$ cat config.mk
export PLATFORM = sky130hd
export DESIGN_NAME = tc22_ctrl
export DESIGN_NICKNAME = d
export VERILOG_FILES = /design/src/design/tc22_pkg.sv /design/src/design/tc22_ctrl.sv
export SDC_FILE = /design/constraint.sdc
export NUM_CORES = 1
export LEC_CHECK = 0
export BUFFER_PORTS_ARGS = -buffer_cell sky130_fd_sc_hd__buf_2
export CORE_MARGIN = 2
export CORE_UTILIZATION = 40
export CTS_BUF_LIST = sky130_fd_sc_hd__clkbuf_4 sky130_fd_sc_hd__clkbuf_8
export DETAILED_ROUTE_END_ITERATION = 6
export PLACE_DENSITY = 0.64
export SLEW_MARGIN = 20
export SYNTH_ARGS = -nofsm -noshare
export SYNTH_HDL_FRONTEND = slang
export SYNTH_SLANG_ARGS = --single-unit
$ cat constraint.sdc
create_clock -name clk -period 2.65 [get_ports clk]
set_input_delay 0.265 -clock clk [delete_from_list [all_inputs] [get_ports clk]]
set_output_delay 0.265 -clock clk [all_outputs]
set_load 0.02 [all_outputs]
$ cat src/design/tc22_pkg.sv
// Shared types and constants for the 2x2 stride-2 transposed convolution core.
// No dependencies; every other design file uses this package.
`timescale 1ns / 1ps

package tc22_pkg;

	localparam int IN_CH   = 1024;
	localparam int OUT_CH  = 40;
	localparam int TAPS    = 4;
	localparam int IC_W    = 10;
	localparam int OC_W    = 6;
	localparam int ROW_W   = (OUT_CH > 1) ? $clog2(OUT_CH) : 1;
	localparam int WDEPTH  = OUT_CH * IN_CH;
	localparam int WADDR_W = (WDEPTH > 1) ? $clog2(WDEPTH) : 1;
	localparam int ACC_W   = 48;

	localparam logic [1:0] KIND_WEIGHT = 2'd0;
	localparam logic [1:0] KIND_BIAS   = 2'd1;
	localparam logic [1:0] KIND_ACT    = 2'd2;

	typedef struct packed {
		logic [1:0]         kind;
		logic [IC_W-1:0]    in_channel;
		logic [OC_W-1:0]    out_channel;
		logic [1:0]         tap;
		logic [4:0]         pos_y;
		logic [4:0]         pos_x;
		logic [1:0]         plane;
		logic signed [15:0] sample;
		logic signed [31:0] bias_value;
	} in_item_t;

	typedef struct packed {
		logic [1:0]         out_plane_index;
		logic [5:0]         out_chan;
		logic [5:0]         out_row;
		logic [5:0]         out_col;
		logic signed [31:0] val_00;
		logic signed [31:0] val_01;
		logic signed [31:0] val_10;
		logic signed [31:0] val_11;
		logic               last;
	} out_item_t;

	typedef enum logic [2:0] {
		S_IDLE,
		S_RD,
		S_MUL,
		S_ACC,
		S_EMIT
	} state_t;

	typedef struct packed {
		logic             accept;
		logic             rd;
		logic             mul;
		logic             acc_wr;
		logic             emit;
		logic [ROW_W-1:0] row;
	} cmd_t;

	typedef struct packed {
		logic act_ok;
		logic last;
		logic out_free;
	} status_t;

endpackage

$ cat src/design/tc22_ctrl.sv
// Controller: walks output-channel rows for each activation transaction.
// Depends on tc22_pkg; drives the datapath only through cmd_t / status_t.
`timescale 1ns / 1ps

module tc22_ctrl (
	input  logic              clk,
	input  logic              arst_n,
	input  logic              in_valid,
	output logic              in_ready,
	output tc22_pkg::cmd_t    cmd,
	input  tc22_pkg::status_t st
);
	import tc22_pkg::*;

	state_t           state_q, state_d;
	logic [ROW_W-1:0] row_q;
	logic             row_end;
	logic             accept;

	assign row_end = (row_q == ROW_W'(OUT_CH - 1));
	assign accept  = in_valid && in_ready;

	always_comb begin
		state_d = state_q;
		case (state_q)
			S_IDLE: if (accept && st.act_ok) state_d = S_RD;
			S_RD:   state_d = S_MUL;
			S_MUL:  state_d = S_ACC;
			S_ACC: begin
				if (st.last) state_d = S_EMIT;
				else if (row_end) state_d = S_IDLE;
				else state_d = S_RD;
			end
			S_EMIT: begin
				if (st.out_free) state_d = row_end ? S_IDLE : S_RD;
			end
			default: state_d = S_IDLE;
		endcase
	end

	always_comb begin
		in_ready   = (state_q == S_IDLE);
		cmd.accept = accept;
		cmd.rd     = (state_q == S_RD);
		cmd.mul    = (state_q == S_MUL);
		cmd.acc_wr = (state_q == S_ACC);
		cmd.emit   = (state_q == S_EMIT) && st.out_free;
		cmd.row    = row_q;
	end

	always_ff @(posedge clk or negedge arst_n) begin
		if (!arst_n) begin
			state_q <= S_IDLE;
			row_q   <= '0;
		end else begin
			state_q <= state_d;
			if (state_q == S_IDLE)
				row_q <= '0;
			else if ((state_q == S_ACC && !st.last) || cmd.emit)
				row_q <= row_end ? '0 : row_q + 1'b1;
		end
	end

	a_emit_free: assert property (@(posedge clk) disable iff (!arst_n)
		cmd.emit |-> st.out_free) else $error("emit into a full output register");
	a_row_range: assert property (@(posedge clk) disable iff (!arst_n)
		row_q <= ROW_W'(OUT_CH - 1)) else $error("row counter out of range");
	a_emit_last: assert property (@(posedge clk) disable iff (!arst_n)
		state_q == S_EMIT |-> st.last) else $error("emit on a non-final channel");

endmodule

==> impl_metrics.py <==
metrics = {
    "run_status": {
        "status": "finished, final reports clean",
    },
    "route": {
        "vias": 490,
        "drcViolationCount": 0,
        "drt_iter0_drc": 6,
        "drt_wl_total_um": 1210,
        "via_per_inst": 5.33,
        "drtPass1Iterations": 4,
        "final_antenna_net_count": 0,
        "wire_per_inst_um": 13.1,
    },
    "critical_path": {
        "path_class": "register to register",
        "cp_cell_sequence": "and4bb_4, or2_1, a41oi_2, a311oi_2",
        "crit_path_end_kind": "register",
        "max_stage_delay_ns": 0.47,
        "crit_arrival_ns": 1.78,
        "reg2regPathDepth": 4,
        "crit_path_start_kind": "register",
        "crit_fanout": 8,
        "cp_slowest_cell": "dfrtp_1",
        "required_ns": 2.83,
    },
    "cts": {
        "htreeDepth": 1,
        "insertion_delay_ns": 0.27,
        "clk_pin_slew_ns": 0.06,
        "cts_made_buffers": 3,
        "clkSinkCount": 9,
        "cts_tree": "built",
        "post-cts-setup-buffer-count": 0,
        "cts_resized": 0,
        "clockRootBuffer": "clkbuf_4",
        "clock_path_buffers": 2,
    },
    "die": {
        "rows": 13,
        "start_util": 0.436,
        "ios": 18,
        "chipWidth_um": 42.1,
        "fp.coreArea_um2": 1330,
        "die_y_um": 42.1,
        "dieArea_um2": 1780,
    },
    "final_layout": {
        "insertedDiodeCount": 0,
        "layout.nets": 85,
        "area_growth_syn_to_layout_pct": 17.0,
        "final_util": 0.510,
        "drive_gt1_frac": 0.377,
    },
    "power_and_ir_drop": {
        "vdd_drop_max_v": 0.000477,
        "power.total_w": 0.000666,
        "leakage_nw": 0.328,
        "pwr_density_cell_nw_per_um2": 978,
    },
    "yosys": {
        "ys_ff_latch": 9,
        "syn_inst": 59,
        "ys_seq_area_frac": 0.387,
        "synth.distinct_cells": 30,
        "synthSimpleGateAreaFrac": 0.262,
        "synthTopCellsByArea": "dfrtp_1 (39%), buf_6 (7.7%), nor2_1 (5.2%), nand2_1 (3.9%), xor2_1 (3.0%)",
        "synth_compound_area_frac": 0.187,
        "synthFlopType": "dfrtp_1",
        "avgSynthCellArea_um2": 9.86,
        "yosys.area.top_type": "dfrtp_1",
        "synth_most_common_cell": "dfrtp_1",
        "async_reset_ff_frac": 1.00,
        "muxShareOfSynthArea": 0,
        "synth_xor_area_frac": 0.0452,
        "synth_fp_nets": 66,
        "synth_top_family_by_area": "simple AND/OR/NAND/NOR gates",
        "yosys.area_share.adder": 0.0215,
        "synth_top_area_frac": 0.387,
        "synthTopCellsByCount": "dfrtp_1 (9), nor2_1 (8), nand2_1 (6)",
        "yosysWarnings": 0,
        "synth_edf_count": 0,
        "synth_area_um2": 582,
    },
    "placement": {
        "dp_hpwl_um": 874,
        "pre_cts_ws_ns": 1.07,
        "place.gp.congestion": 0.732,
        "io_buffers": 17,
    },
    "global_route": {
        "antenna_found_initial": 0,
        "grt_usage": 0.142,
        "grt_overflow": 0,
        "grt_pass1_vias": 442,
        "grt_start_max_net_pins": 11,
        "grt_pass1_wl_um": 1890,
    },
    "worst_hold_path": {
        "whs_path_depth": 2,
        "hp-class": "input pin to register",
    },
    "sta": {
        "worst_slack_ns": 1.05,
        "maxSlewHeadroom": 0.774,
        "skew_ns": 0.00401,
        "finalCritPeriodShare": 0.605,
        "fmax_mhz": 623,
        "tns_ns": 0,
        "worstMarginPinSlew_ns": 0.335,
        "slew_violations": 0,
        "finalSetupViolCount": 0,
        "rsz0062_at_grt": "false",
        "fin_crit_ns": 1.60,
        "hold_viol_final": 0,
    },
    "job": {
        "cap_violations": 0,
    },
}
## critical path: cells and delay by family, from the launching register on
| family | cells | cell delay, ns |
|---|---|---|
| compound gates | 2 | 0.41 |
| flops | 1 | 0.47 |
| simple gates | 2 | 0.64 |
## worst paths after layout
path	startpoint	endpoint	slack, ns
worst max-delay path	state_q[0]	row_q[5]	1.05
worst min-delay path	st[0]	state_q[2]	0.25
worst max register to register	state_q[0]	row_q[5]	1.05
worst min register to register	row_q[5]	row_q[5]	0.56
max in group asynchronous	arst_n	state_q[2]	2.09
min in group asynchronous	arst_n	row_q[4]	0.38
## cell families after synthesis
group / after synthesis
and+or+nand+nor: 26
xor gates and xnor gates: 3
AOI/OAI and AO/OA: 14
adders and majority gates: 1
DFF: 9
buffers and inverters: 6
## sequential cells by signal, summed over array words and instances (netlist names)
| signal | cells |
|---|---|
| row_q | 6 |
| state_q | 3 |
## area by class of cell
| type | count | area, um2 |
|---|---|---|
| Clock buffer | 4 | 30.0 |
| Fill cell | 135 | 653 |
| Inverter | 1 | 3.75 |
| Multi-Input combinational cell | 44 | 300 |
| Sequential cell | 9 | 225 |
| Tap cell | 15 | 18.8 |
| Timing Repair Buffer | 19 | 103 |
## power breakdown
part	leakage (nW)	internal, W	total (W)	switching [W]
Sequential	0.120	0.000173	0.000238	0.0000644
Clock	0.0184	0.0000683	0.000117	0.0000491
Combinational	0.189	0.000127	0.000311	0.000184
Total	0.328	0.000369	0.000666	0.000297
## metrics by stage
stage	instances	cell area [um2]	hold slack (ns)
6_report	92	681	0.247
2_1_floorplan	59	582	-0.0306
3_5_place_dp	87	641	0.125
3_3_place_gp	87	641	0.127
5_1_grt	92	681	0.270
4_1_cts	92	681	0.243
## layout by cell type (no fill, tap or decap)
cell	netlist	layout
inv_1	1	1
nand3b_1	2	2
a31o_2	1	1
buf_4	1	1
nand3_1	1	1
xnor2_1	1	1
nor4bb_1	1	1
or2_1	1	1
o21ai_0	3	3
a21boi_0	1	1
xor2_1	2	2
and2_1	1	1
dlygate4sd3_1	0	1
o31ai_1	1	1
and4bb_2	1	1
and3_2	1	1
a311oi_1	1	1
a41oi_2	1	1
nor3_1	1	1
clkbuf_4	0	4
a21oi_1	3	3
buf_2	0	17
a311oi_2	1	1
nor2_1	8	8
ha_1	1	1
nand2b_1	1	1
nor3_2	1	1
dfrtp_1	9	9
a31oi_1	1	1
nand2_1	6	6
o2111ai_1	1	1
and4bb_4	1	1
## metal layers
metal,vias up,share of wire,routed length [um],global-route usage
met5,-,0,0,0
met4,0,0.022,26,0.0750
met3,4,0.040,48,0.0560
met2,10,0.46,557,0.219
met1,231,0.48,575,0.171
li1,245,-,-,-
## what timing repair did
action | CTS | global route
endpoints found under the setup margin | 0 | 0
hold endpoints to repair | 9 | 0
hold buffers | 1 | 0
No activity file was read; power rests on OpenSTA's default activity.
